===== src/sv/ipow_pkg.sv =====
// ============================================================================
// ipow_pkg: shared types and constants of the integer power unit
// Holds the control word that travels down the pipeline beside the data.
// ============================================================================
package ipow_pkg;

    // Widths of the request and result fields.
    localparam int BASE_W  = 32;
    localparam int EXP_W   = 8;
    localparam int POWER_W = 64;
    localparam int HALF_W  = POWER_W / 2;

    // Number of square-and-multiply steps, one per low exponent bit.
    localparam int STEPS = 6;

    // Exponents at or above this limit take the fixed large-exponent rule.
    localparam logic [EXP_W-1:0] EXP_LIMIT = 8'd63;

    localparam logic [POWER_W-1:0] POWER_ONE  = 64'd1;
    localparam logic [POWER_W-1:0] POWER_MONE = {POWER_W{1'b1}};
    localparam logic [POWER_W-1:0] POWER_ZERO = '0;

    // Control word carried along with each request.
    typedef struct packed {
        logic [EXP_W-1:0] exponent;
        logic             big;        // exponent at or above the limit
        logic             base_one;   // base equals +1
        logic             base_mone;  // base equals -1
    } ipow_ctrl_t;

endpackage


===== src/sv/ipow_out.sv =====
// ============================================================================
// ipow_out: large-exponent rule and result register
// Picks the fixed rule value for large exponents and holds the result
// until the downstream side takes it.
// ============================================================================
module ipow_out (
    input  logic                        clk,
    input  logic                        rst_n,
    input  logic                        in_valid,
    output logic                        in_ready,
    input  ipow_pkg::ipow_ctrl_t        in_ctrl,
    input  logic [ipow_pkg::POWER_W-1:0] in_result,
    output logic                        res_valid,
    input  logic                        res_stall,
    output logic [ipow_pkg::POWER_W-1:0] power
);
    import ipow_pkg::*;

    logic               valid_reg;
    logic [POWER_W-1:0] power_reg;
    logic [POWER_W-1:0] power_next;
    logic [POWER_W-1:0] rule_value;

    assign in_ready = !valid_reg || !res_stall;

    // Large exponent: +1 stays 1, -1 alternates by parity, all else is 0.
    always_comb
    begin
        if (in_ctrl.base_one)
        begin
            rule_value = POWER_ONE;
        end
        else if (in_ctrl.base_mone)
        begin
            rule_value = in_ctrl.exponent[0] ? POWER_MONE : POWER_ONE;
        end
        else
        begin
            rule_value = POWER_ZERO;
        end
    end

    assign power_next = in_ctrl.big ? rule_value : in_result;

    // Result valid bit.
    always_ff @(posedge clk or negedge rst_n)
    begin
        if (!rst_n)
        begin
            valid_reg <= 1'b0;
        end
        else if (in_ready)
        begin
            valid_reg <= in_valid;
        end
    end

    // Result data.
    always_ff @(posedge clk)
    begin
        if (in_valid && in_ready)
        begin
            power_reg <= power_next;
        end
    end

    assign res_valid = valid_reg;
    assign power     = power_reg;

endmodule


===== config.mk =====
export PLATFORM = sky130hd
export DESIGN_NAME = ipow_out
export DESIGN_NICKNAME = d
export VERILOG_FILES = /design/src/sv/ipow_pkg.sv /design/src/sv/ipow_out.sv
export SDC_FILE = /design/constraint.sdc
export NUM_CORES = 1
export LEC_CHECK = 0
export BUFFER_PORTS_ARGS = -buffer_cell sky130_fd_sc_hd__clkbuf_2
export CORE_MARGIN = 2
export CORE_UTILIZATION = 25
export CTS_CLUSTER_SIZE = 16
export DETAILED_ROUTE_END_ITERATION = 10
export PLACE_DENSITY_LB_ADDON = 0.1
export REMOVE_ABC_BUFFERS = 1
export SYNTH_ARGS = -nofsm -noshare
export SYNTH_HDL_FRONTEND = slang
export SYNTH_SLANG_ARGS = --single-unit

===== constraint.sdc =====
create_clock -name clk -period 2.2 [get_ports clk]
set_input_delay 0.22 -clock clk [delete_from_list [all_inputs] [get_ports clk]]
set_output_delay 0.22 -clock clk [all_outputs]
set_load 0.02 [all_outputs]

# --- Yosys cells after proc, flatten, opt, wreduce, memory -nomap -nowiden ---
# Cells that the tools add are included.
totals:
  reg_bits: 65
  wordCells: 10
classes:
  reduce_logical: 4
  muxes: 4
op_table:
  columns: ["op", "count"]
  rows:
  - ["two-way mux 64 bit", 4]
  - ["logical NOT 1 bit", 2]
  - ["logical AND 1 bit", 1]
  - ["logical OR 1 bit", 1]

# --- Longest topological paths before layout ---
# Gate-level depths: netlist of the first run.
logic_depth:
  depth_word: 4
  ltp_mapped: 4
  mapped_depth_nobuf: 2

# --- Worst setup path after synthesis of the first run ---
# Ideal clock, no wire load.
synth_timing:
  path_type: "reg-to-reg"
  startpoint: "reg valid_reg, in the netlist res_valid"
  endpoint: "reg power_reg[0], in the netlist power[0], enable pin"
  t_arrival_ns: 2.225
  setup_time_ns: 0.429
  t_required_ns: 1.771
  slack_ns: -0.454
  stages_incl_launch_ff: 3
  synth_period_minus_slack_ns: 2.654
  cell_sequence: "dfrtp_1 -> nand2_1 -> and2_1"
synth_between:
  elab_chain_cells: 3
synth_rtl:
  columns: ["element", "line_no", "source"]
  rows:
  - ["start: declaration", "ipow_out.sv:19", "logic valid_reg;"]
  - ["start signal: assignment", "ipow_out.sv:54", "valid_reg <= in_valid;"]
  - ["logical NOT 1 bit", "ipow_out.sv:24", "assign in_ready = !valid_reg || !res_stall;"]
  - ["logical OR 1 bit", "ipow_out.sv:24", null]
  - ["net in_ready", "ipow_out.sv:10", "output logic in_ready,"]
  - ["logical AND 1 bit", "ipow_out.sv:61", "if (in_valid && in_ready)"]
  - ["end signal: assignment", "ipow_out.sv:63", "power_reg <= power_next;"]
  - ["end: declaration", "ipow_out.sv:20", "logic [POWER_W-1:0] power_reg;"]
# The timed path passes the listed nets, and every way through them passes these cells.
# A chain may end at the register's enable or synchronous reset.

# --- Worst setup path after layout of the first run ---
layout_timing:
  startpoint: "reg valid_reg, in the netlist res_valid"
  endpoint: "reg power_reg[52], in the netlist power[52], enable pin"
layout_between:
  elab_chain_cells: 3
layout_rtl:
  columns: ["element", "line_no"]
  rows:
  - ["logical NOT 1 bit", "ipow_out.sv:24"]
  - ["logical OR 1 bit", "ipow_out.sv:24"]
  - ["logical AND 1 bit", "ipow_out.sv:61"]
# Every way passes these cells.

==> metrics.cfg, run 1 <==
[synthesis]
synth_xor_area_frac = 0
yosysSeqAreaShare = 0.675
ys_ff_latch = 65
synth_mux_area_frac = 0
synth_cells = 211
synthTopCellsByArea = edfxtp_1 (67%), o21ai_2 (18%), inv_1 (8.2%), buf_6 (2.7%), clkbuf_2 (0.87%)
synth_top_family_by_area = compound AO/OA/AOI/OAI gates
synth.cell_area_um2 = 2890
syn-mean-instance-area_um2 = 13.7
synth_cell_types = 14
yosys.area_share.adder = 0
synth_compound_area_frac = 0.189
synth-simple-area-share = 0.0165
synth.largest_area_cell = edfxtp_1
yosysWarnings = 0
netlist.area_leader.share = 0.666

[timing]
max_freq_ghz = 0.680
setup_tns_ps = 0
slew_headroom = 0.625
rsz0062_at_grt = no
tightest_slew_ps = 561
period_share = 0.668
slew_viol_final = 0
period_minus_slack_ps = 1470
setup_viol = 0
finClkSkew_ps = 6.11
fin_ws_ps = 729
hold_viol = 0

[power]
total_power_mw = 3.42
clockPowerShare = 0.443
power.switching_mw = 0.809
switching_share = 0.236
p_per_area_nw_per_um2 = 842
internal_power_mw = 2.61
leakagePower_nw = 1.98
p_seq_frac = 0.433
combPwrFrac = 0.124
ir_drop_v = 0.000392

[global_route]
antenna_found_initial = 0
groute.usage.overall = 0.106
gr-total-overflow = 0
grt_first_pass_wirelength_um = 10200
grt_max_degree = 66
grt_pass1_vias = 1947

[die]
die_x_um = 111
io_pins = 145
die_area_um2 = 12400
rows = 39
core_area_um2 = 11300
die_y_um = 111
initial_core_util = 0.255

[worst_setup_path]
crit_buf_inv = 1
critPathRequiredTime_ps = 2230
worstSetupPathType = flip-flop to flip-flop
slowest_delay_ps = 410
critPathArrivalTime_ps = 1500
cp_slowest_cell = and2_4
critical-path-top-delay-family = simple AND/OR/NAND/NOR gates
cp_max_fo = 27
start_kind = flip-flop
critical_path.cell_chain = nand2_1 > and2_4 > buf_4
cp-end-kind = flip-flop

[route]
vias = 1991
drc_errors = 0
via_per_inst = 3.97
wl_um = 6370
antenna_left = 0
wl_per_cell_um = 12.7
firstDrtPassIters = 4
drt_iter0_drc = 51

[final_layout]
multi_input_area_um2 = 596
synthToLayoutAreaGrowth_pct = 40.9
fillers = 1175
seq_area_um2 = 1950
drive_above_1_share = 0.612
finalNonFillerCells = 501
largest_reg_flops = 64
fin_nets = 432
antenna_cells = 0

[run]
drv_cap = 0

[clocking]
clk_path_buf_depth = 2
clock_latency_ps = 320
cts_max_level = 3
cts_inserted_buffers = 9
clock_sinks = 65
cts_tree = built
cts.reportedPaths.clkPinSlew_ps = 60
cts-root-buf = clkbuf_16

[placed_design]
preCtsSetupSlack_ps = 689
post-place-cells = 484
gp_congestion = 0.658
hpwl_um = 4300
io_buffers = 137

[outcome]
status = complete, no violations

[min_path]
hp-class = primary input to flip-flop

## worst register-to-register path, cell delays in order (launching register included)
cell and delay (ps):
dfrtp_1 370, nand2_1 90, and2_4 410, buf_4 290
## layout make-up
type / count / share of cell area
clock inverters: 5 / 0.0197
multi-input cells: 70 / 0.147
flip-flops and latches: 65 / 0.479
well taps: 143 / 0.0440
repair buffers: 144 / 0.195
inverters: 63 / 0.0582
clock buffers: 11 / 0.0573
## power by group through the flow
stage               Combinational (mW)  Sequential (mW)  Clock [mW]
floorplan                        0.126             1.61           0
global placement                 0.435             1.50           0
detailed placement               0.436             1.51           0
CTS                              0.438             1.48        1.56
global route                     0.468             1.49        1.61
finish                           0.426             1.48        1.52
## metal layers
| metal | track usage | share of wire | up-vias |
|---|---|---|---|
| li1 | - | - | 991 |
| met2 | 0.162 | 0.47 | 87 |
| met3 | 0.0452 | 0.091 | 8 |
| met1 | 0.133 | 0.43 | 905 |
| met5 | 0 | 0 | - |
| met4 | 0.0444 | 0.012 | 0 |
## kinds of logic (layout without fill, tap and decap cells)
family	after synthesis	after routing
flops	65	65
simple gates	6	6
buf+inv	76	223
compound gates	64	64
## final timing paths
path	from	endpoint	slack, ps	cells past startpoint
worst max-delay path	res_valid	power[52]	730	3
worst min-delay path	in_valid	res_valid	100	2
worst max register to register	res_valid	power[52]	730	3
worst min register to register	res_valid	res_valid	530	2
max in group asynchronous	rst_n	res_valid	1910	2
min in group asynchronous	rst_n	res_valid	200	2
## what timing repair did
item                      CTS  global route
gates resized for setup     0             0
hold buffers                1             0
buffers inserted            0             0
hold endpoints to repair    1             0
## metrics by stage
| stage | util | area, µm² | hold WS, ps |
|---|---|---|---|
| final | 0.359 | 4060 | 102 |
| after global routing | 0.359 | 4060 | 98.9 |
| after CTS | 0.359 | 4060 | 97.0 |
| after detailed placement | 0.330 | 3740 | -2.78 |
| after global placement | 0.330 | 3740 | -4.37 |
| after floorplan | - | 2780 | -75.6 |
## layout by cell type, fill, tap and decap left out
cell	instances
clkbuf_2	136
a21oi_1	1
nand2_1	1
dlygate4sd3_1	1
nor2_1	2
edfxtp_1	64
inv_1	63
nand2b_1	1
buf_12	4
o21ai_0	3
and2_4	1
clkbuf_16	9
buf_4	3
clkinvlp_4	2
clkbuf_1	2
bufinv_16	2
nand4b_4	1
clkinv_2	1
o21ai_2	60
dfrtp_1	1
## cell usage after synthesis, drive strengths merged
cell type,count
nor2,2
o21ai,63
nand2,1
dfrtp,1
buf,8
a21oi,1
edfxtp,64
inv,63
nand2b,1
nand4b,1
clkbuf,5
and2,1
Power figures use the tool's default switching activity.
==> inputs of run 2 (changes only) <==
==> constraint.sdc (replaced) <==
create_clock -name clk -period 1.45 [get_ports clk]
set_input_delay 0.145 -clock clk [delete_from_list [all_inputs] [get_ports clk]]
set_output_delay 0.145 -clock clk [all_outputs]
set_load 0.02 [all_outputs]
==> run 2 against run 1 <==
Maximum frequency rose by 22%. Register-to-register slack got worse by 490 ps. Final cell count rose by 0.40%. Die area did not move. Flip-flop and latch count did not move. Clock-buffer cell count fell by 1. Worst setup slack got worse by 490 ps. Sequential power rose by 52%. Critical path type unchanged. Largest power group is now sequential cells.
==> metrics.cfg, run 2 (synthesis gave the netlist of run 1 again) <==
[global_route]
gr-total-overflow = 0  ; unchanged
groute.usage.overall = 0.106  ; about the same
grt_pass1_vias = 2004  ; was 1947
antenna_found_initial = 0  ; unchanged
grt_first_pass_wirelength_um = 10200  ; about the same
grt_max_degree = 34  ; was 66

[clocking]
cts_inserted_buffers = 9  ; unchanged
cts.reportedPaths.clkPinSlew_ps = 50  ; was 60 ps
cts_max_level = 3  ; unchanged
ctsResizeCount = 0  ; unchanged
clk_path_buf_depth = 2  ; unchanged
cts-root-buf = clkbuf_16  ; unchanged
cts_tree = built  ; unchanged
clock_sinks = 65  ; unchanged
clock_latency_ps = 320  ; about the same

[timing]
period_minus_slack_ps = 1210  ; was 1470 ps
tightest_slew_ps = 289  ; was 561 ps
rsz0062_at_grt = no  ; unchanged
finClkSkew_ps = 3.87  ; was 6.11 ps
period_share = 0.833  ; was 0.668
holdWs_ps = 39.9  ; was 102 ps
fin_ws_ps = 242  ; was 729 ps
slew_viol_final = 0  ; unchanged
max_freq_ghz = 0.828  ; was 0.680 GHz
hold_viol = 0  ; unchanged
setup_viol = 0  ; unchanged
slew_headroom = 0.807  ; was 0.625

[placed_design]
post-place-cells = 486  ; was 484
io_buffers = 137  ; unchanged
hpwl_um = 4370  ; was 4300 µm
gp_congestion = 0.674  ; was 0.658
preCtsSetupSlack_ps = 255  ; was 689 ps

[final_layout]
drive_above_1_share = 0.606  ; was 0.612
finalNonFillerCells = 503  ; was 501
final_util = 0.356  ; was 0.359
largest_reg_flops = 64  ; unchanged
final_cell_mix = clkbuf_2 (136), edfxtp_1 (64), inv_1 (63), o21ai_2 (60), clkbuf_16 (9)  ; unchanged
fin_nets = 434  ; was 432
antenna_cells = 0  ; unchanged
synthToLayoutAreaGrowth_pct = 39.8  ; was 40.9%
layout_commonest_cell = clkbuf_2  ; unchanged

[worst_setup_path]
critical_path.cell_chain = nand2_1 > and2_4 > buf_12  ; was nand2_1 > and2_4 > buf_4
cp_slowest_cell = dfrtp_1  ; was and2_4
worstSetupPathType = flip-flop to flip-flop  ; unchanged
critPathRequiredTime_ps = 1460  ; was 2230 ps
start_kind = flip-flop  ; unchanged
critPathArrivalTime_ps = 1220  ; was 1500 ps
cp_max_fo = 33  ; was 27
slowest_delay_ps = 370  ; was 410 ps
cp-end-kind = flip-flop  ; unchanged

[min_path]
hp-class = primary input to flip-flop  ; unchanged

[die]
io_pins = 145  ; unchanged
rows = 39  ; unchanged
die_y_um = 111  ; unchanged
die_area_um2 = 12400  ; unchanged
core_area_um2 = 11300  ; unchanged
initial_core_util = 0.255  ; unchanged
die_x_um = 111  ; unchanged

[power]
clockPowerShare = 0.392  ; was 0.443
combPwrFrac = 0.137  ; was 0.124
leakagePower_nw = 1.97  ; was 1.98 nW
power.switching_mw = 1.18  ; was 0.809 mW
internal_power_mw = 3.60  ; was 2.61 mW
ir_drop_v = 0.000436  ; was 0.000392 V
p_per_area_nw_per_um2 = 1180  ; was 842 nW/µm²
p_seq_frac = 0.470  ; was 0.433
switching_share = 0.247  ; was 0.236

[route]
wl_per_cell_um = 12.5  ; was 12.7 µm
firstDrtPassIters = 4  ; unchanged
antenna_left = 0  ; unchanged
via_per_inst = 4.00  ; was 3.97
drt_iter0_drc = 60  ; was 51
drc_errors = 0  ; unchanged
wl_um = 6310  ; was 6370 µm
vias = 2011  ; was 1991

[outcome]
status = complete, no violations  ; unchanged

[run]
drv_cap = 0  ; unchanged

## run 2: cell count changes in the layout (fill, tap and decap cells not counted)
| cell | before | now |
|---|---|---|
| buf_4 | 3 | 4 |
| clkinv_2 | 1 | 2 |
| clkinv_1 | 0 | 4 |
| clkinvlp_4 | 2 | 0 |
| bufinv_16 | 2 | 0 |
| buf_12 | 4 | 5 |
| clkbuf_1 | 2 | 1 |
## run 2: final timing paths
check / to / slack [ps] / cells past startpoint / start
max: power[54] / 240 / 3 / res_valid
min in group asynchronous: res_valid / 120 / 2 / rst_n
max in group asynchronous: res_valid / 1240 / 2 / rst_n
min: res_valid / 40 / 2 / in_valid
max reg2reg: power[54] / 240 / 3 / res_valid
min reg2reg: res_valid / 540 / 2 / res_valid
## run 2: area by class of cell
| class | count | area (µm²) |
|---|---|---|
| inverters | 63 | 236 |
| well taps | 143 | 179 |
| clock buffers | 10 | 229 |
| clock inverters | 6 | 25.0 |
| fillers | 1170 | 7290 |
| flip-flops and latches | 65 | 1950 |
| multi-input cells | 70 | 596 |
| repair buffers | 146 | 821 |
## run 2: per-stage QoR
step                power [mW]  setup TNS, ps  instance area, µm²
floorplan                 2.63         -77160                2780
global placement          2.95              0                3770
detailed placement        2.95              0                3770
CTS                       4.87              0                4030
global route              5.00              0                4030
finish                    4.78              0                4030
## run 2: metal layers
metal	vias up	wire, µm	track usage	share of wire
li1	998	-	-	-
met1	916	2670	0.134	0.42
met2	87	2840	0.152	0.45
met3	10	654	0.0425	0.10
met4	0	148	0.0617	0.023
met5	-	0	0	0
## run 2: power groups by stage
| stage | registers, mW | clock network [mW] | logic (mW) |
|---|---|---|---|
| 5_1_grt | 2.26 | 2.02 | 0.718 |
| 3_5_place_dp | 2.28 | 0 | 0.669 |
| 3_3_place_gp | 2.28 | 0 | 0.665 |
| 6_report | 2.25 | 1.87 | 0.656 |
| 4_1_cts | 2.25 | 1.95 | 0.672 |
| 2_1_floorplan | 2.44 | 0 | 0.191 |
## run 2: repair_timing
action | CTS | global route
setup buffers | 0 | 0
hold buffers | 1 | 0
endpoints found under the hold margin | 1 | 0
## run 2: critical path: cells and delay by family (launching register included)
family	cells	cell delay (ps)
flops	1	370
simple gates	2	290
buf+inv	1	210
